`config.mk`:
```
export PLATFORM = sky130hd
export DESIGN_NAME = vde_div
export DESIGN_NICKNAME = d
export VERILOG_FILES = /design/src/sv/vde_pkg.sv /design/src/sv/vde_div.sv
export SDC_FILE = /design/constraint.sdc
export NUM_CORES = 1
export LEC_CHECK = 0
export BUFFER_PORTS_ARGS = -buffer_cell sky130_fd_sc_hd__buf_2
export CAP_MARGIN = 20
export CORE_ASPECT_RATIO = 1.2
export CORE_MARGIN = 4
export CORE_UTILIZATION = 32
export CTS_CLUSTER_SIZE = 30
export DETAILED_ROUTE_END_ITERATION = 8
export GPL_TIMING_DRIVEN = 0
export PLACE_DENSITY_LB_ADDON = 0.15
export SETUP_SLACK_MARGIN = 0.15
export SYNTH_ARGS = -nofsm -noshare
export SYNTH_HDL_FRONTEND = slang
export SYNTH_SLANG_ARGS = --single-unit
```
`constraint.sdc`:
```
create_clock -name i_clk -period 3.1 [get_ports i_clk]
set_input_delay 0.465 -clock i_clk [delete_from_list [all_inputs] [get_ports i_clk]]
set_output_delay 0.465 -clock i_clk [all_outputs]
set_load 0.02 [all_outputs]
```
`src/sv/vde_pkg.sv`:
```
package vde_pkg;

    localparam int ELEM_W      = 16;
    localparam int OP_W        = ELEM_W + 1;          // element or difference
    localparam int PROD_W      = 2 * OP_W;
    localparam int ACC_W       = 48;
    localparam int MAX_DIM     = 1024;
    localparam int CNT_W       = $clog2(MAX_DIM + 1);
    localparam int NORM_SHIFT  = ELEM_W - 2;
    localparam int EUC_SHIFT   = 36 - 2 * ELEM_W;
    localparam int SQ_W        = 64;
    localparam int ROOT_W      = SQ_W / 2;
    localparam int FRAC_W      = 30;
    localparam int QUO_W       = ACC_W + FRAC_W;
    localparam int OUT_W       = 32;
    localparam logic [OUT_W-1:0] ONE_Q16 = 32'h0001_0000;
    localparam logic [OUT_W-1:0] OUT_MAX = 32'hFFFF_FFFF;

    typedef struct packed {
        logic start;
        logic clear;
    } t_mac_ctl;

endpackage

```
`src/sv/vde_div.sv`:
```
module vde_div (
    input  logic                         i_clk,
    input  logic                         i_rst_n,
    input  logic                         i_start,
    input  logic [vde_pkg::ACC_W-1:0]    i_num,
    input  logic [vde_pkg::SQ_W-1:0]     i_den,
    output logic                         o_done,
    output logic [vde_pkg::QUO_W-1:0]    o_quo,
    output logic                         o_rem_nz
);
    localparam int IT_W = $clog2(vde_pkg::QUO_W);

    logic [vde_pkg::SQ_W-1:0]  r_rem, r_den, w_sh;
    logic [vde_pkg::QUO_W-1:0] r_quo;
    logic [IT_W-1:0]           r_cnt;
    logic                      r_busy, r_done, w_ge;

    assign w_sh = {r_rem[vde_pkg::SQ_W-2:0], r_quo[vde_pkg::QUO_W-1]};
    assign w_ge = (w_sh >= r_den);

    always_ff @(posedge i_clk) begin
        if (!i_rst_n) begin
            r_busy <= 1'b0;
            r_done <= 1'b0;
            r_cnt  <= '0;
        end else begin
            r_done <= 1'b0;
            if (i_start) begin
                r_busy <= 1'b1;
                r_cnt  <= '0;
            end else if (r_busy) begin
                r_cnt <= r_cnt + 1'b1;
                if (r_cnt == IT_W'(vde_pkg::QUO_W - 1)) begin
                    r_busy <= 1'b0;
                    r_done <= 1'b1;
                end
            end
        end
    end

    // dividend bits shift out of r_quo as quotient bits shift in
    always_ff @(posedge i_clk) begin
        if (i_start) begin
            r_rem <= '0;
            r_den <= i_den;
            r_quo <= {i_num, {vde_pkg::FRAC_W{1'b0}}};
        end else if (r_busy) begin
            r_rem <= w_ge ? (w_sh - r_den) : w_sh;
            r_quo <= {r_quo[vde_pkg::QUO_W-2:0], w_ge};
        end
    end

    assign o_done   = r_done;
    assign o_quo    = r_quo;
    assign o_rem_nz = (r_rem != '0);
endmodule

```
==> summary.txt <==
================================================================================
Startpoint kind of the worst setup timing path                         flip-flop
Buffers on Ports                                                             194
Setup repair after global routing missed its margin                         true
Register bit count reported by yosys                                         215
Average size of a mapped cell                                          9.539 µm²
Total wire length                                                       40.49 mm
Reg-to-Reg Start                                                        r_den[0]
Cell area reported after detailed placement                            13980 µm²
Number of antenna violations at the first check in global routing              3
Via count of the first global-routing pass                                 11010
Type of destination of the critical path                               flip-flop
Category of the most critical setup path                                 reg2reg
DRC violations left                                                            0
Part of the power in combinational logic                                   21.0%
Final antenna-violating net count                                              0
Mapped cell area                                                       12380 µm²
Largest net degree at the start of global routing                             66
Top flip-flop cell by instance count after synthesis                sky130_fd_sc_hd__edfxtp_1
Internal power consumption                                              5.841 mW
Sum of net half-perimeters after detailed placement                     30.19 mm
Total power density per cell area                                   519.1 nW/µm²
Starting utilization of the core area                                     32.53%
Post-synth EDFFs                                                             112
CTS clk-pin slew, worst paths                                            0.06 ns
Max cap viols                                                                  0
Slew @ Worst Pin                                                       0.9114 ns
Final Max Slew Viols                                                           0
GRT Overall Usage                                                         18.33%
Worst min-delay path endpoint                                          r_den[27]
Post-layout instance area                                              16080 µm²
Placement row count                                                           78
Period Utilization, post-route                                            96.70%
Post-route minimum period                                               2.998 ns
Kind of cell with the highest combined delay on the critical path   compound AO/OA/AOI/OAI gates
Number of buffers created by CTS                                              27
Fraction of layout cells with a size suffix above 1                       27.97%
Worst flop-to-flop path endpoint                                       r_rem[62]
Largest area contributor in the synthesized netlist                 sky130_fd_sc_hd__edfxtp_1
First-pass detailed-route iteration total                                      5
Final net count                                                             1752
Hold_buf cts                                                                   0
Fraction of power spent switching nets                                    30.03%
Post-route insts no fill                                                    2074
Path depth of the worst reg2reg path                                          13
Final-report hold violation count                                              0
Final-layout worst hold slack                                         0.06711 ns
Worst rel slew slack                                                      39.24%
Final number of setup-violating endpoints                                      0
Arrival time at the worst endpoint                                       3.49 ns
Part of the total power dissipated in sequential elements                  39.9%
End-of-flow core utilization                                              42.25%
Buffers and inverters on the worst path                                        1
Total congestion overflow                                                      0
Crit Path Max Fanout                                                           4
Vias                                                                       10890
Number of H-tree branching levels                                              1
Synth top area share                                                      27.16%
Die Ht                                                                  223.5 µm
Maximum vdd drop                                                       0.4162 mV
Clock tree root driver cell                                         sky130_fd_sc_hd__clkbuf_16
P&R area growth vs syn                                                    29.87%
WHS Path Cells                                                                 1
Number of synthesis warnings                                                   0
Top achievable clock speed                                             333.6 MHz
Cell at the slowest stage of the critical path                      sky130_fd_sc_hd__edfxtp_1
Setup slack of the most critical reg-to-reg path                         0.10 ns
Yosys cell types                                                              71
First DRT Iteration DRCs                                                     635
Ratio of routed vias to standard cells                                     5.253
Main area contributors after synthesis                              sky130_fd_sc_hd__edfxtp_1 27%, sky130_fd_sc_hd__dfxtp_1 17%, sky130_fd_sc_hd__ha_1 6.7%
Number of top-level pins                                                     195
Type of the worst min-delay path                                          in2reg
Worst clock skew on the final layout                                  0.01461 ns
DIE WIDTH                                                               187.6 µm
CP peak stage delay                                                      0.48 ns
Status                                                              finished, final reports clean
Power share of the clock group                                             39.2%
Area of the placeable core                                             38060 µm²
Global-route wire length before repair                                  61.83 mm
Layout filler cell count                                                    3870
Latest clock arrival within the worst-skew pair                          0.57 ns
Data required time at the worst endpoint                                 3.59 ns
Synth Net Count                                                             1480
Worst hold start                                                       i_den[27]
Number of instances in the synthesized netlist                              1298
DIE AREA                                                               41920 µm²
Cells along the critical path                                       ha_4 -> fa_2 -> nand2b_4 -> a21oi_4 -> o31ai_4 -> nor2_4 -> o211ai_1 -> a21oi_2 -> buf_6 -> o41ai_4 -> nor3b_2 -> mux2i_1 -> a2bb2oi_1
Leakage power                                                           6.485 nW
Inst Count DP                                                               1973
Placer's final routability congestion estimate                            0.9050
Max clock buf depth                                                            3
CTS tree                                                                    done
Async SR Flop Fraction                                                        0%
Routed wire length per instance                                         19.52 µm
Switching power                                                         2.507 mW
Sink count of the clock tree                                                 215
Portion of the post-synthesis area used by sequential elements            43.82%
================================================================================
==> cell usage in the layout (no fill, tap or decap), types with 36 or more instances in the layout <==
| master | Yosys | routed |
|---|---|---|
| sky130_fd_sc_hd__nand2_1 | 92 | 90 |
| sky130_fd_sc_hd__mux2i_1 | 74 | 71 |
| sky130_fd_sc_hd__buf_2 | 10 | 197 |
| sky130_fd_sc_hd__dfxtp_1 | 103 | 93 |
| sky130_fd_sc_hd__a21oi_1 | 101 | 81 |
| sky130_fd_sc_hd__o21ai_0 | 49 | 36 |
| sky130_fd_sc_hd__inv_1 | 88 | 83 |
| sky130_fd_sc_hd__nor2_1 | 142 | 138 |
| sky130_fd_sc_hd__ha_1 | 66 | 46 |
| sky130_fd_sc_hd__clkbuf_1 | 48 | 44 |
| sky130_fd_sc_hd__a211oi_1 | 45 | 42 |
| sky130_fd_sc_hd__buf_4 | 1 | 47 |
| sky130_fd_sc_hd__edfxtp_1 | 112 | 112 |
| sky130_fd_sc_hd__a22o_1 | 46 | 46 |
==> power by group through the flow <==
stage	clock network [mW]	logic (mW)	registers (mW)
5_1_grt	3.50	1.91	3.35
4_1_cts	3.38	1.60	3.32
2_1_floorplan	0	0.953	3.41
6_report	3.27	1.75	3.33
3_5_place_dp	0	1.49	3.37
3_3_place_gp	0	1.48	3.37
==> metal layers <==
layer / routed length, µm / global-route usage (%) / vias up
met5: 0 / 0 / -
met4: 1360 / 6.608 / 0
met3: 1785 / 2.723 / 83
met2: 20500 / 32.73 / 249
met1: 16850 / 22.43 / 5252
li1: - / - / 5310
==> registers in the layout, indices dropped and copies added (netlist names) <==
signal and count:
r_den 64, r_cnt 7, r_rem 64, o_quo 78, r_busy 1, o_done 1
==> stage by stage <==
| stage | TNS, ns | setup WS (ns) | power (mW) |
|---|---|---|---|
| 3_3_place_gp | -106.54 | -1.532 | 4.858 |
| 6_report | 0 | 0.1022 | 8.348 |
| 4_1_cts | 0 | 0.1120 | 8.297 |
| 3_5_place_dp | -19.24 | -0.4679 | 4.866 |
| 5_1_grt | -0.02968 | -0.01679 | 8.753 |
| 2_1_floorplan | 0 | 0.1838 | 4.358 |
==> worst max path at each step <==
stage	end	depth (start not counted)	start
floorplan	r_rem[20]	13	o_quo[77]
global placement	o_quo[48]	5	i_start
detailed placement	r_rem[55]	12	r_rem[12]
CTS	r_rem[62]	14	o_quo[77]
global route	r_rem[62]	14	o_quo[77]
finish	r_rem[62]	13	r_den[0]
==> cell families after synthesis <==
family	after synthesis	share of synthesized area (%)
compound gates	374	20.85
xor+xnor	60	4.244
fa+ha+maj	67	6.831
buf+inv	152	4.982
flops	215	43.82
mux	76	6.164
simple gates	354	13.12
==> final cells by class <==
type | instances | area (µm²) | area share (%)
Timing Repair Buffer | 243 | 1370 | 8.520
Clock buffer | 33 | 698.2 | 4.342
Buffer | 63 | 352.8 | 2.194
Tap cell | 480 | 600.6 | 3.735
Antenna cell | 3 | 7.507 | 0.04669
Clock inverter | 17 | 207.7 | 1.292
Multi-Input combinational cell | 931 | 7072 | 43.98
Inverter | 89 | 334.1 | 2.077
Sequential cell | 215 | 5438 | 33.82
==> Yosys cell counts (all sizes together), types with 3 or more instances <==
library cell,number
o21a,6
nor4,21
dfxtp,103
mux2i,74
a31oi,9
nor2,146
a41oi,3
o21bai,17
o311ai,3
nand4,24
o21ai,63
o31ai,11
a22o,46
and2,3
buf,15
edfxtp,112
a21o,17
nand2b,12
nor2b,8
a21oi,106
xnor2,36
a211oi,46
o211ai,13
ha,66
a22oi,11
or3,6
a21boi,5
o221ai,3
nand3,14
nand2,92
inv,88
nor3,19
xor2,24
or4,3
clkbuf,48
==> timing repair <==
| item | 4_1_cts | 5_1_grt |
|---|---|---|
| pin swaps | 30 | 50 |
| gates resized for setup | 80 | 120 |
| setup buffers | 17 | 29 |
| endpoints found under the setup margin | 91 | 60 |
| gates cloned | 1 | 0 |
==> worst register-to-register path, stage by stage (launching register included) <==
cell and delay (ns):
sky130_fd_sc_hd__edfxtp_1 0.48, sky130_fd_sc_hd__ha_4 0.22, sky130_fd_sc_hd__fa_2 0.39, sky130_fd_sc_hd__nand2b_4 0.17, sky130_fd_sc_hd__a21oi_4 0.18, sky130_fd_sc_hd__o31ai_4 0.09, sky130_fd_sc_hd__nor2_4 0.18, sky130_fd_sc_hd__o211ai_1 0.16
sky130_fd_sc_hd__a21oi_2 0.17, sky130_fd_sc_hd__buf_6 0.14, sky130_fd_sc_hd__o41ai_4 0.10, sky130_fd_sc_hd__nor3b_2 0.26, sky130_fd_sc_hd__mux2i_1 0.21, sky130_fd_sc_hd__a2bb2oi_1 0.19
Power figures use the tool's default switching activity.
