[src/sv/vde_pkg.sv]
package vde_pkg;

    localparam int ELEM_W      = 16;
    localparam int OP_W        = ELEM_W + 1;          // element or difference
    localparam int PROD_W      = 2 * OP_W;
    localparam int ACC_W       = 48;
    localparam int MAX_DIM     = 1024;
    localparam int CNT_W       = $clog2(MAX_DIM + 1);
    localparam int NORM_SHIFT  = ELEM_W - 2;
    localparam int EUC_SHIFT   = 36 - 2 * ELEM_W;
    localparam int SQ_W        = 64;
    localparam int ROOT_W      = SQ_W / 2;
    localparam int FRAC_W      = 30;
    localparam int QUO_W       = ACC_W + FRAC_W;
    localparam int OUT_W       = 32;
    localparam logic [OUT_W-1:0] ONE_Q16 = 32'h0001_0000;
    localparam logic [OUT_W-1:0] OUT_MAX = 32'hFFFF_FFFF;

    typedef struct packed {
        logic start;
        logic clear;
    } t_mac_ctl;

endpackage

[src/sv/vde_mac.sv]
module vde_mac (
    input  logic                                 i_clk,
    input  logic                                 i_rst_n,
    input  vde_pkg::t_mac_ctl                    i_ctl,
    input  logic signed [vde_pkg::ELEM_W-1:0]    i_elem_a,
    input  logic signed [vde_pkg::ELEM_W-1:0]    i_elem_b,
    output logic                                 o_done,
    output logic [vde_pkg::ACC_W-1:0]            o_dot,
    output logic [vde_pkg::ACC_W-1:0]            o_norm_a,
    output logic [vde_pkg::ACC_W-1:0]            o_norm_b,
    output logic [vde_pkg::ACC_W-1:0]            o_diff_sq,
    output logic                                 o_overlong
);
    localparam logic [1:0] SEL_AB = 2'd0;
    localparam logic [1:0] SEL_AA = 2'd1;
    localparam logic [1:0] SEL_BB = 2'd2;
    localparam logic [1:0] SEL_DD = 2'd3;

    logic signed [vde_pkg::OP_W-1:0]   r_a, r_b, w_d, w_x, w_y;
    logic signed [vde_pkg::PROD_W-1:0] r_prod;
    logic [vde_pkg::ACC_W-1:0]         w_prod_ext;
    logic [1:0]                        r_step, r_psel;
    logic                              r_run, r_pv, r_skip;
    logic [vde_pkg::CNT_W-1:0]         r_cnt;
    logic [vde_pkg::ACC_W-1:0]         r_dot, r_na, r_nb, r_dd;
    logic                              r_ovl;

    assign w_d = r_a - r_b;

    always_comb begin
        case (r_step)
            SEL_AB:  begin w_x = r_a; w_y = r_b; end
            SEL_AA:  begin w_x = r_a; w_y = r_a; end
            SEL_BB:  begin w_x = r_b; w_y = r_b; end
            default: begin w_x = w_d; w_y = w_d; end
        endcase
    end

    assign w_prod_ext = {{(vde_pkg::ACC_W-vde_pkg::PROD_W){r_prod[vde_pkg::PROD_W-1]}}, r_prod};
    assign o_done     = (r_pv && r_psel == SEL_DD) || r_skip;

    always_ff @(posedge i_clk) begin
        if (!i_rst_n) begin
            r_run  <= 1'b0;
            r_pv   <= 1'b0;
            r_skip <= 1'b0;
            r_step <= SEL_AB;
            r_psel <= SEL_AB;
            r_cnt  <= '0;
            r_ovl  <= 1'b0;
            r_dot  <= '0;
            r_na   <= '0;
            r_nb   <= '0;
            r_dd   <= '0;
        end else begin
            r_skip <= 1'b0;
            r_pv   <= r_run;
            if (r_run) begin
                r_prod <= w_x * w_y;
                r_psel <= r_step;
                r_step <= r_step + 2'd1;
                if (r_step == SEL_DD) begin
                    r_run <= 1'b0;
                end
            end
            if (r_pv) begin
                unique case (r_psel)
                    SEL_AB:  r_dot <= r_dot + w_prod_ext;
                    SEL_AA:  r_na  <= r_na + w_prod_ext;
                    SEL_BB:  r_nb  <= r_nb + w_prod_ext;
                    default: r_dd  <= r_dd + w_prod_ext;
                endcase
            end
            if (i_ctl.clear) begin
                r_cnt <= '0;
                r_ovl <= 1'b0;
                r_dot <= '0;
                r_na  <= '0;
                r_nb  <= '0;
                r_dd  <= '0;
            end else if (i_ctl.start) begin
                if (r_cnt < vde_pkg::CNT_W'(vde_pkg::MAX_DIM)) begin
                    r_a    <= {i_elem_a[vde_pkg::ELEM_W-1], i_elem_a};
                    r_b    <= {i_elem_b[vde_pkg::ELEM_W-1], i_elem_b};
                    r_run  <= 1'b1;
                    r_step <= SEL_AB;
                    r_cnt  <= r_cnt + 1'b1;
                end else begin
                    r_ovl  <= 1'b1;
                    r_skip <= 1'b1;
                end
            end
        end
    end

    assign o_dot      = r_dot;
    assign o_norm_a   = r_na;
    assign o_norm_b   = r_nb;
    assign o_diff_sq  = r_dd;
    assign o_overlong = r_ovl;
endmodule

[config.mk]
export PLATFORM = sky130hd
export DESIGN_NAME = vde_mac
export DESIGN_NICKNAME = d
export VERILOG_FILES = /design/src/sv/vde_pkg.sv /design/src/sv/vde_mac.sv
export SDC_FILE = /design/constraint.sdc
export NUM_CORES = 2
export LEC_CHECK = 0
export BUFFER_PORTS_ARGS = -buffer_cell sky130_fd_sc_hd__buf_4
export CAP_MARGIN = 40
export CORE_MARGIN = 10
export CORE_UTILIZATION = 45
export CTS_CLUSTER_DIAMETER = 80
export DETAILED_ROUTE_END_ITERATION = 8
export PLACE_DENSITY_LB_ADDON = 0.05
export SLEW_MARGIN = 25
export SYNTH_ARGS = -nofsm -noshare
export SYNTH_HDL_FRONTEND = slang
export SYNTH_SLANG_ARGS = --single-unit
[constraint.sdc]
create_clock -name i_clk -period 23.3 [get_ports i_clk]
set_clock_uncertainty 0.15 [all_clocks]
set_input_delay 0 -clock i_clk [delete_from_list [all_inputs] [get_ports i_clk]]
set_output_delay 0 -clock i_clk [all_outputs]
set_load 0.05 [all_outputs]
==> impl_results.md <==
- Status: finished, final reports clean
- Mean Syn Cell Area: roughly 8.4 sq um
- CTS tree: built
- Number of buffers created by CTS: 39
- Overall power after layout: around 6.5 mW
- Worst-path clk slew: about 0.050 ns
- Iter 0 DRT Violations: about 1.8k
- # diodes: 0
- Maximum number of pins on one net before global-route repair: 74
- CTS resizes: 0
- Peak supply drop: slightly below 400 uV
- Synth area leader: fa_1
- Syn nets: between 4k and 5k
- CP max stage delay: just over 0.6 ns
- Die height: about 280 um
- Initial Util: a little under half
- EDFF count, synth: 66
- Layout Cells excl Fill: around 5k
- Root Buffer: clkbuf_16
- Post-Place Cells: 4778
- Power Density: 181 mW/mm^2
- Place WS: ~14 ns
- Max Cap Violations: 0
- Crit end category: register
- Global-route wire length before repair: roughly 150 mm
- Endpoints failing hold: 0
- Die X: approximately 280 um
- Initial antenna violation count: 0
- I/O pin count: 230
- Ys async rst share: 0%
- Unique masters post-synth: 98
- CTS H-tree depth: 2
- CP Data Required Time: approximately 23 ns
- Remaining DRCs: 0
- Most common cell after layout, fill and taps aside: nand2_1
- # fillers: between 6k and 7k
- Max-slew headroom at the worst pin: roughly a third
- Synth warn: 0
- Wirelength per Cell: about 20 um
- Total vias in the final route: 26.8k
- Hold Crit Class: in -> reg
- Yosys reg bits: 277
- Share of the synthesized area in the top cell type: between 15 and 20%
- Leakage Power: approximately 17 nW
- Area Overhead vs Synth: 14.5%
- Final setup fails: 0
- Clk Latency, worst-skew pair: around 0.57 ns
- Reg2reg end: r_prod[32]$_DFFE_PP_
- Slowest-stage cell, CP: nor2_1
- DIE AREA: ~0.08 sq mm
- Placer Congestion: roughly 0.95
- Min Tclk post-route: about 9.5 ns
- Worst R2R Path Depth: 35
- Setup Fix Bufs, Post-CTS: 0
- Post-synthesis sequential area ratio: 19.9%
- Hold_sp: i_rst_n
- Unrepaired setup endpoints after global routing: false
- Routed WL: around 97 mm
- Std-Cell Rows: 96
- DRT Pass-1 Iters: 5
- Worst setup SP type: register
- Hold Path Stages: 3
- Via/cell ratio: 5.45
- Port buffer count: ~230
- Final worst slack: approximately 14 ns
- Vias in the first global route: roughly 27k
- Reg2Reg Setup Slack: between 10 and 15 ns
- Commonest cells after routing, fill and taps aside: nand2_1 (567), inv_1 (359), a21oi_1 (352)
- Layout Nets: approximately 4.6k
- Setup TNS: 0 ns
- Hold Path End: r_pv$_SDFF_PN0_
- Total Routing Usage GR: approximately a quarter
- Fmax: ~0.11 GHz
- Core area: approximately 0.069 sq mm
- WHS: between 0.1 and 0.15 ns
- Slew @ Worst Pin: around 1.0 ns
- Max Slew Vio Count: 0
- Final clock period utilization by the worst path: just over 40%
- Top cells by area, synth: fa_1 (19%), dfxtp_1 (14%), ha_1 (12%)
- Setup Crit Path Kind: reg -> reg
- ANT nets after route: 0
- CTS sink cnt: 277
- Reg2Reg Launch Point: r_b[0]$_DFFE_PP_
- WP data arrival: 9.61 ns
- Ratio of cells with drive above 1 in the final layout: 9.94%
- Clk buf depth: 3
- Cells after synthesis: about 3.7k
- CP max FO: 10
- Post-detail-place hpwl: around 76 mm
- GRT overflow: 0
- Most common cell type on the critical path: fa_1
- Cell Area, Synth: ~0.031 sq mm
- Post-synth top flop: dfxtp_1
==> report_power, final <==
| group | switching, mW | internal, mW | leakage, nW | total [mW] |
|---|---|---|---|---|
| Clock | 0.236 | 0.340 | 0.590 | 0.576 |
| Combinational | 2.78 | 2.23 | 13.9 | 5.02 |
| Sequential | 0.112 | 0.783 | 2.31 | 0.895 |
==> cell families (layout without fill, tap and decap cells) <==
group	count (synthesis)	in the layout	synth area share [%]
AO/OA/AOI/OAI	960	960	20.1
AND/OR/NAND/NOR	1186	1186	17.1
flip-flops	277	277	19.9
multiplexers	7	7	0.228
XOR/XNOR	194	194	5.44
adder cells (fa/ha/maj)	595	595	31.0
buffers and inverters	520	765	6.31
==> cell usage after synthesis, types with 7 or more instances <==
| master | n |
|---|---|
| nand2_1 | 567 |
| inv_1 | 359 |
| a21oi_1 | 353 |
| fa_1 | 301 |
| ha_1 | 294 |
| nor2_1 | 247 |
| dfxtp_1 | 211 |
| a21o_1 | 156 |
| o21ai_0 | 145 |
| clkbuf_1 | 139 |
| xnor2_1 | 124 |
| nand3_1 | 80 |
| xor2_1 | 70 |
| edfxtp_1 | 66 |
| and3_1 | 45 |
| nand4_1 | 41 |
| and2_1 | 37 |
| nor3_1 | 36 |
| o21a_1 | 36 |
| nor2b_1 | 30 |
| o21bai_1 | 30 |
| a211oi_1 | 27 |
| a31oi_1 | 22 |
| nand2b_1 | 21 |
| o21ai_1 | 21 |
| or3_1 | 21 |
| o211ai_1 | 20 |
| a221o_1 | 16 |
| a221oi_1 | 16 |
| or2_2 | 15 |
| buf_2 | 12 |
| a22o_1 | 10 |
| or4_1 | 9 |
| a21boi_1 | 8 |
| o31ai_1 | 8 |
| a211o_1 | 7 |
| buf_1 | 7 |
==> worst max path at each step <==
stage	endpoint	depth (start not counted)	start	slack, ns
after global placement	r_prod[33]$_DFFE_PP_	34	r_b[0]$_DFFE_PP_	13.81
final	r_prod[32]$_DFFE_PP_	35	r_b[0]$_DFFE_PP_	13.85
after detailed placement	r_prod[32]$_DFFE_PP_	35	r_b[0]$_DFFE_PP_	13.84
after floorplan	r_prod[33]$_DFFE_PP_	35	r_b[0]$_DFFE_PP_	14.73
after global routing	r_prod[32]$_DFFE_PP_	35	r_b[0]$_DFFE_PP_	13.07
after CTS	r_prod[32]$_DFFE_PP_	33	r_b[1]$_DFFE_PP_	13.83
==> final cells by class <==
class | instances | area (sq um) | share of cell area, %
clock buffers | 57 | 1100 | 3.09
clock inverters | 9 | 100 | 0.280
inverters | 360 | 1350 | 3.77
multi-input cells | 2942 | 23100 | 64.6
flip-flops and latches | 277 | 6210 | 17.3
well taps | 931 | 1160 | 3.25
repair buffers | 339 | 2740 | 7.66
==> worst max-delay path, delay by kind of cell (launching register included) <==
kind | cells | cell delay, ns
AO/OA/AOI/OAI | 16 | 3.26
buffers and inverters | 5 | 0.25
AND/OR/NAND/NOR | 4 | 1.01
adder cells (fa/ha/maj) | 9 | 4.01
flip-flops | 1 | 0.42
XOR/XNOR | 1 | 0.08
==> per-stage QoR <==
stage / util (%) / instance area, sq um
floorplan: - / 31300
global placement: 49.2 / 33800
detailed placement: 49.3 / 33900
CTS: 52.1 / 35800
global route: 52.1 / 35800
finish: 52.1 / 35800
==> state kept, by name (all words and copies together), names as in the netlist, 11 cells and up <==
signal and flops:
o_dot 48, o_diff_sq 48, r_b 16, r_a 16, r_cnt 11, o_norm_b 48
r_prod 34, o_norm_a 48
==> timing repair <==
action | in CTS | in global routing
endpoints found under the hold margin | 63 | 0
endpoints found under the setup margin | 0 | 0
hold buffers | 68 | 0
==> routing by layer <==
metal  routed length (um)  vias up  share of wire (%)  global-route usage, %
li1                     -    13265                  -                      -
met2                44800      653                 46                   39.1
met3                 5200      143                5.4                   3.71
met5                    0        -                  0                      0
met1                42700    12717                 44                   30.1
met4                 3880        0                4.0                   9.46
(Power assumes the default switching activity.)
