==> src/sv/vde_pkg.sv <==
package vde_pkg;

    localparam int ELEM_W      = 16;
    localparam int OP_W        = ELEM_W + 1;          // element or difference
    localparam int PROD_W      = 2 * OP_W;
    localparam int ACC_W       = 48;
    localparam int MAX_DIM     = 1024;
    localparam int CNT_W       = $clog2(MAX_DIM + 1);
    localparam int NORM_SHIFT  = ELEM_W - 2;
    localparam int EUC_SHIFT   = 36 - 2 * ELEM_W;
    localparam int SQ_W        = 64;
    localparam int ROOT_W      = SQ_W / 2;
    localparam int FRAC_W      = 30;
    localparam int QUO_W       = ACC_W + FRAC_W;
    localparam int OUT_W       = 32;
    localparam logic [OUT_W-1:0] ONE_Q16 = 32'h0001_0000;
    localparam logic [OUT_W-1:0] OUT_MAX = 32'hFFFF_FFFF;

    typedef struct packed {
        logic start;
        logic clear;
    } t_mac_ctl;

endpackage

==> src/sv/vde_sqrt.sv <==
module vde_sqrt (
    input  logic                         i_clk,
    input  logic                         i_rst_n,
    input  logic                         i_start,
    input  logic [vde_pkg::SQ_W-1:0]     i_x,
    output logic                         o_done,
    output logic [vde_pkg::ROOT_W-1:0]   o_root
);
    localparam int IT_W = $clog2(vde_pkg::ROOT_W);

    logic [vde_pkg::SQ_W-1:0] r_x, r_res, r_bit, w_t;
    logic [IT_W-1:0]          r_cnt;
    logic                     r_busy, r_done;

    assign w_t = r_res + r_bit;

    always_ff @(posedge i_clk) begin
        if (!i_rst_n) begin
            r_busy <= 1'b0;
            r_done <= 1'b0;
            r_cnt  <= '0;
        end else begin
            r_done <= 1'b0;
            if (i_start) begin
                r_busy <= 1'b1;
                r_cnt  <= '0;
            end else if (r_busy) begin
                r_cnt <= r_cnt + 1'b1;
                if (r_cnt == IT_W'(vde_pkg::ROOT_W - 1)) begin
                    r_busy <= 1'b0;
                    r_done <= 1'b1;
                end
            end
        end
    end

    // one result bit per cycle, restoring form
    always_ff @(posedge i_clk) begin
        if (i_start) begin
            r_x   <= i_x;
            r_res <= '0;
            r_bit <= vde_pkg::SQ_W'(1) << (vde_pkg::SQ_W - 2);
        end else if (r_busy) begin
            if (r_x >= w_t) begin
                r_x   <= r_x - w_t;
                r_res <= (r_res >> 1) + r_bit;
            end else begin
                r_res <= r_res >> 1;
            end
            r_bit <= r_bit >> 2;
        end
    end

    assign o_done = r_done;
    assign o_root = r_res[vde_pkg::ROOT_W-1:0];
endmodule

==> config.mk <==
export PLATFORM = sky130hd
export DESIGN_NAME = vde_sqrt
export DESIGN_NICKNAME = d
export VERILOG_FILES = /design/src/sv/vde_pkg.sv /design/src/sv/vde_sqrt.sv
export SDC_FILE = /design/constraint.sdc
export NUM_CORES = 1
export LEC_CHECK = 0
export BUFFER_PORTS_ARGS = -buffer_cell sky130_fd_sc_hd__buf_2
export CORE_MARGIN = 3
export CORE_UTILIZATION = 40
export CTS_CLUSTER_DIAMETER = 30
export DETAILED_ROUTE_END_ITERATION = 10
export GPL_TIMING_DRIVEN = 0
export PLACE_DENSITY = 0.6
export SYNTH_ARGS = -nofsm -noshare
export SYNTH_HDL_FRONTEND = slang
export SYNTH_SLANG_ARGS = --single-unit
==> constraint.sdc <==
create_clock -name i_clk -period 10.1 [get_ports i_clk]
set_clock_uncertainty 0.05 [all_clocks]
set_input_delay 1.01 -clock i_clk [delete_from_list [all_inputs] [get_ports i_clk]]
set_output_delay 1.01 -clock i_clk [all_outputs]
set_load 0.05 [all_outputs]
==> flow_summary.toml, run 1 <==
[setup_path]
arrival_ns = 8.77
critPathLaunchType = "flop"
cp_data_required_time_ns = 10.19
cp_max_fo = 28
crit_path_end_kind = "flop"
timing_worst_setup_path_type = "flop to flop"

[run_status]
status = "complete, no violations"

[power_and_ir_drop]
power_density_mw_per_mm2 = 251
max-vdd-ir-drop_mv = 0.117
power_leakage_nw = 6.75

[place]
dpl_cell_area_sq_mm = 0.0168
place_inst = 2613
port_buffers = 98
finalWeightedCongestion = 0.957
place_ws_ns = 1.68
hpwlAfterDp_um = 42200

[synth]
synthArstFlopShare_pct = 0
synth_compound_area_share_pct = 26.2
synth_cells = 2002
synth_area_leader_cell = "dfxtp_1"
yosys.area_share.simple_pct = 20.3
ys_top_cells_by_area = "dfxtp_1 (13%), edfxtp_1 (12%), ha_1 (11%)"
syn-cell-area_sq_mm = 0.0156
ys.flop_type = "dfxtp_1"
syn_area_per_cell_sq_um = 7.78
yosysUniqueCellTypes = 79
ys_seq_area_share_pct = 25.6
synth_edf_count = 64
synth_top_area_share_pct = 13.2
yosys_warnings = 0
synth-seq-cells = 167
syn-num-nets = 2202
synth_top_family_by_area = "compound AO/OA/AOI/OAI gates"
synth-xor-area-share_pct = 8.55
synth_mux_area_share_pct = 3.17
synth_fa_ha_area_share_pct = 10.7

[detailed_routing]
dr.pass1.iters = 5
drc = 0
routed_wl_um = 54000
initialDrtViolationCount = 1226
postRouteAntennaNets = 0
vias = 15600
viasPerCell = 5.88
wl_per_cell_um = 20.4

[final_layout]
final_common_cell = "nand2_1"
multi_input_area_sq_mm = 0.0108
nets = 2321
area_growth_pct = 11.4
instances_no_fill = 2645
drive_above_1_share_pct = 10.2
antennaDiodeCount = 0
register_area_sq_mm = 0.00398
nFillCells = 3938
fin_area_sq_mm = 0.0174
layout_common_cells = "nand2_1 (213), nor2_1 (206), o21ai_0 (165), a21oi_1 (145), ha_1 (132)"

[clock_tree]
h-tree-depth = 4
clock_latency_ns = 0.46
post_cts_resized = 0
clock_sinks = 167
cts_buffer_depth = 2
cts_buffers = 17
cts_root_buf = "clkbuf_16"
ctsHoldBuffers = 0
post-cts-setup-buffers = 0
clkTransAtPathRegs_ns = 0.07
cts_tree = "built"

[global_routing]
grt_pass1_wl_um = 83700
first_global_vias = 14900
grt_overflow_total = 0
grt_start_max_net_pins = 29
antenna_found_initial = 0
grt.total_usage_pct = 25.6

[floorplanning]
fp.coreArea_sq_mm = 0.0380
fp.dieH_um = 203
pin_count = 100
placement_rows = 71
dieArea_sq_mm = 0.0413
start_util_pct = 41.0
chipWidth_um = 203

[timing]
final_max_slew_viol_count = 0
slew-limit-headroom_pct = 22.7
tightest_slew_ns = 1.15
finalCriticalPeriod_ns = 8.68
tns_ns = 0
rsz0062_at_grt = "no"
post-route-period-util_pct = 86.0
fin_ws_ns = 1.42
finalHoldViolations = 0
fmax_mhz = 115
setup_violations = 0

[run]
maxCapViolCount = 0

[min_path]
hold_path.class = "flop to flop"
==> cell type report <==
class	instances	area share (%)
Timing Repair Buffer	100	3.06
Clock buffer	22	2.86
Multi-Input combinational cell	1645	62.0
Tap cell	511	3.68
Sequential cell	167	22.9
Clock inverter	10	0.605
Buffer	154	4.09
Inverter	36	0.778
==> state kept, by name, indices dropped and copies added (netlist names) <==
signal,flops
r_x,64
r_res,64
r_busy,1
r_bit,32
o_done,1
r_cnt,5
==> cell families (layout without fill, tap and decap cells) <==
logic type      Yosys count  in the layout
buf+inv                 190            322
simple gates            676            676
fa+ha+maj               133            133
mux                      49             49
flops                   167            167
compound gates          635            635
xor+xnor                152            152
==> critical path, stage by stage (launching register included) <==
cell and delay, ns:
dfxtp_1 0.41, ha_1 0.38, a31o_2 0.19, a31oi_1 0.21, o31ai_1 0.98, a22oi_1 0.33, a21oi_1 0.45, a211o_1 0.29
a21oi_1 0.22, o21ai_1 0.29, xnor2_1 0.15, ha_1 0.30, clkbuf_1 0.29, nand4_1 0.26, nor2_1 0.17, nor4b_1 0.72
o2111ai_1 0.31, a21oi_1 0.66, nor2_2 0.24, buf_2 0.31, buf_2 0.27, o21ai_4 0.56, buf_12 0.28
==> metal layers <==
metal	global-route usage, %	vias up	share of wire, %
li1	-	7602	-
met1	35.8	7354	47
met2	39.3	522	43
met3	5.92	73	7.0
met4	8.26	0	3.0
met5	0	-	0
==> cells in the mapped netlist (11+ instances only) <==
library cell  number
nand2_1          213
nor2_1           206
o21ai_0          166
a21oi_1          145
ha_1             132
clkbuf_1         103
dfxtp_1          103
xor2_1            77
xnor2_1           75
a31oi_1           70
edfxtp_1          64
nand4_1           50
mux2i_1           46
a211oi_1          44
a21o_1            41
inv_1             36
buf_4             32
nand3_1           31
nor3_1            29
o21bai_1          28
and3_1            27
or3_1             22
a311oi_1          21
nor2b_1           18
o21a_1            17
a31o_2            13
and2_1            13
nand2b_1          13
o31ai_1           12
nor4_1            11
==> power by group <==
part | switching (mW) | internal (mW)
registers | 0.117 | 0.921
logic | 1.69 | 0.929
clock network | 0.313 | 0.382
==> stage by stage <==
stage	util, %	hold WS, ns	power, mW
global placement	43.9	0.435	3.59
CTS	45.7	0.464	4.32
detailed placement	44.1	0.446	3.61
finish	45.7	0.463	4.35
floorplan	-	0.417	2.90
global route	45.7	0.491	4.68
==> path summary, 6_finish.rpt <==
path	from	endpoint	slack (ns)	cells after the start
worst max register to register	r_res[2]$_SDFFE_PP0P_	r_x[27]$_DFFE_PP_	1.42	22
worst min register to register	r_cnt[4]$_SDFFE_PP0P_	r_cnt[4]$_SDFFE_PP0P_	0.46	2
worst max-delay path	r_res[2]$_SDFFE_PP0P_	r_x[27]$_DFFE_PP_	1.42	22
worst min-delay path	r_cnt[4]$_SDFFE_PP0P_	r_cnt[4]$_SDFFE_PP0P_	0.46	2
Note: power is estimated with default switching activity, not from simulation.
==> run 2, diff against run 1 <==
Settings changed: BUFFER_PORTS_ARGS -buffer_cell sky130_fd_sc_hd__buf_2 to unset, DONT_BUFFER_PORTS set to 1, PLACE_DENSITY 0.6 to 0.57.
==> flow_summary.toml, run 2 (same netlist as run 1, synthesis figures left out) <==
[floorplanning]
placement_rows = 71
dieArea_sq_mm = 0.0413
fp.coreArea_sq_mm = 0.0380
chipWidth_um = 203
pin_count = 100
fp.dieH_um = 203
start_util_pct = 41.0

[place]
hpwlAfterDp_um = 42500
dpl_cell_area_sq_mm = 0.0163
port_buffers = 0
finalWeightedCongestion = 0.957

[global_routing]
grt.total_usage_pct = 25.8
grt_overflow_total = 0
antenna_found_initial = 2
grt_pass1_wl_um = 83700
first_global_vias = 14500
grt_start_max_net_pins = 29

[run]
maxCapViolCount = 0

[power_and_ir_drop]
power_leakage_nw = 6.30
power_density_mw_per_mm2 = 254
max-vdd-ir-drop_mv = 0.121
p_total_mw = 4.26

[clock_tree]
cts_buffers = 17
post_cts_resized = 0
h-tree-depth = 4
clock_sinks = 167
cts_buffer_depth = 2
cts_root_buf = "clkbuf_16"
post-cts-setup-buffers = 0
clkTransAtPathRegs_ns = 0.07
clock_latency_ns = 0.47
cts_tree = "built"
ctsHoldBuffers = 0

[timing]
slew-limit-headroom_pct = 12.7
final_max_slew_viol_count = 0
setup_violations = 0
tns_ns = 0
tightest_slew_ns = 1.31
post-route-period-util_pct = 85.4
fmax_mhz = 116
finalCriticalPeriod_ns = 8.63
rsz0062_at_grt = "no"
finalHoldViolations = 0

[detailed_routing]
dr.pass1.iters = 5
routed_wl_um = 54200
postRouteAntennaNets = 0
wl_per_cell_um = 21.3
initialDrtViolationCount = 1138
vias = 15300
drc = 0
viasPerCell = 6.00

[setup_path]
critPathTopFamily = "compound AO/OA/AOI/OAI gates"
cp_data_required_time_ns = 10.20
timing_worst_setup_path_type = "flop to flop"
slowest_stage = "o31ai_1"
cp_max_fo = 28
crit_path_end_kind = "flop"
crit_chain = "ha_1, a31o_2, a31oi_1, o31ai_1, a22oi_1, a21oi_1, a211o_1, a21oi_1, o21ai_1, xnor2_1, ha_1, clkbuf_1, nand4_1, nor2_1, nor4b_1, o2111ai_1, a21oi_1, nor2_2, buf_2, buf_2, o21ai_4, buf_12"
arrival_ns = 8.73
path_buf_inv = 4
max_stage_delay_ns = 1.00
critPathLaunchType = "flop"
crit_top_cell = "a21oi_1"

[final_layout]
drive_above_1_share_pct = 5.75
largestRegisters = "r_res x64, r_x x64, r_bit x32"
nets = 2223
fin_area_sq_mm = 0.0168
nFillCells = 3995
multi_input_area_sq_mm = 0.0108
register_area_sq_mm = 0.00398
final_common_cell = "nand2_1"
antennaDiodeCount = 0
area_growth_pct = 7.86
layout_common_cells = "nand2_1 (213), nor2_1 (206), o21ai_0 (165), a21oi_1 (145), ha_1 (132)"

[min_path]
hold_path.class = "flop to flop"

[run_status]
status = "complete, no violations"
[run 2: cell types whose count changed in the layout (fill, tap and decap cells not counted), moves of 2 or more]
cell,delta
clkinv_2,+2
buf_2,-98
clkbuf_1,+2
inv_8,-2
inv_4,+2
[run 2: cell type report]
| type | instances | area share (%) |
|---|---|---|
| Inverter | 36 | 0.804 |
| Buffer | 154 | 4.23 |
| Multi-Input combinational cell | 1645 | 64.0 |
| Clock buffer | 22 | 2.77 |
| Sequential cell | 167 | 23.7 |
| Clock inverter | 10 | 0.402 |
| Tap cell | 511 | 3.81 |
| Timing Repair Buffer | 2 | 0.238 |
[run 2: worst paths after layout]
check | start | end | slack, ns | cells after the start
setup reg to reg | r_res[2]$_SDFFE_PP0P_ | r_x[27]$_DFFE_PP_ | 1.47 | 22
hold reg to reg | r_cnt[3]$_SDFFE_PP0P_ | r_cnt[3]$_SDFFE_PP0P_ | 0.47 | 2
setup / recovery | r_res[2]$_SDFFE_PP0P_ | r_x[27]$_DFFE_PP_ | 1.47 | 22
hold / removal | r_cnt[3]$_SDFFE_PP0P_ | r_cnt[3]$_SDFFE_PP0P_ | 0.47 | 2
[run 2: worst reg2reg max path, stage by stage (launching register included)]
cell	delay, ns
dfxtp_1	0.40
ha_1	0.38
a31o_2	0.19
a31oi_1	0.20
o31ai_1	1.00
a22oi_1	0.36
a21oi_1	0.43
a211o_1	0.29
a21oi_1	0.23
o21ai_1	0.29
xnor2_1	0.13
ha_1	0.30
clkbuf_1	0.31
nand4_1	0.26
nor2_1	0.18
nor4b_1	0.69
o2111ai_1	0.31
a21oi_1	0.67
nor2_2	0.25
buf_2	0.31
buf_2	0.27
o21ai_4	0.51
buf_12	0.27
[run 2: metal layers]
layer / vias to the layer above / GRT usage [%] / part of all wire (%)
li1: 7417 / - / -
met5: - / 0 / 0.044
met3: 89 / 5.46 / 6.2
met1: 7322 / 35.7 / 48
met2: 455 / 39.9 / 43
met4: 4 / 9.07 / 3.1
[run 2: stage by stage]
step                std cells  hold WS [ns]  setup WS (ns)  utilization (%)
detailed placement       2515         0.446           1.63             42.8
floorplan                2002         0.417          0.369                -
global route             2547         0.492           1.05             44.2
global placement         2513         0.435          -5.36             42.7
finish                   2547         0.467           1.47             44.2
CTS                      2547         0.464           1.58             44.2
[run 2: report_power, final]
part / internal, mW / switching [mW]
Combinational: 0.910 / 1.68
Clock: 0.330 / 0.313
Sequential: 0.920 / 0.116
Total: 2.16 / 2.10
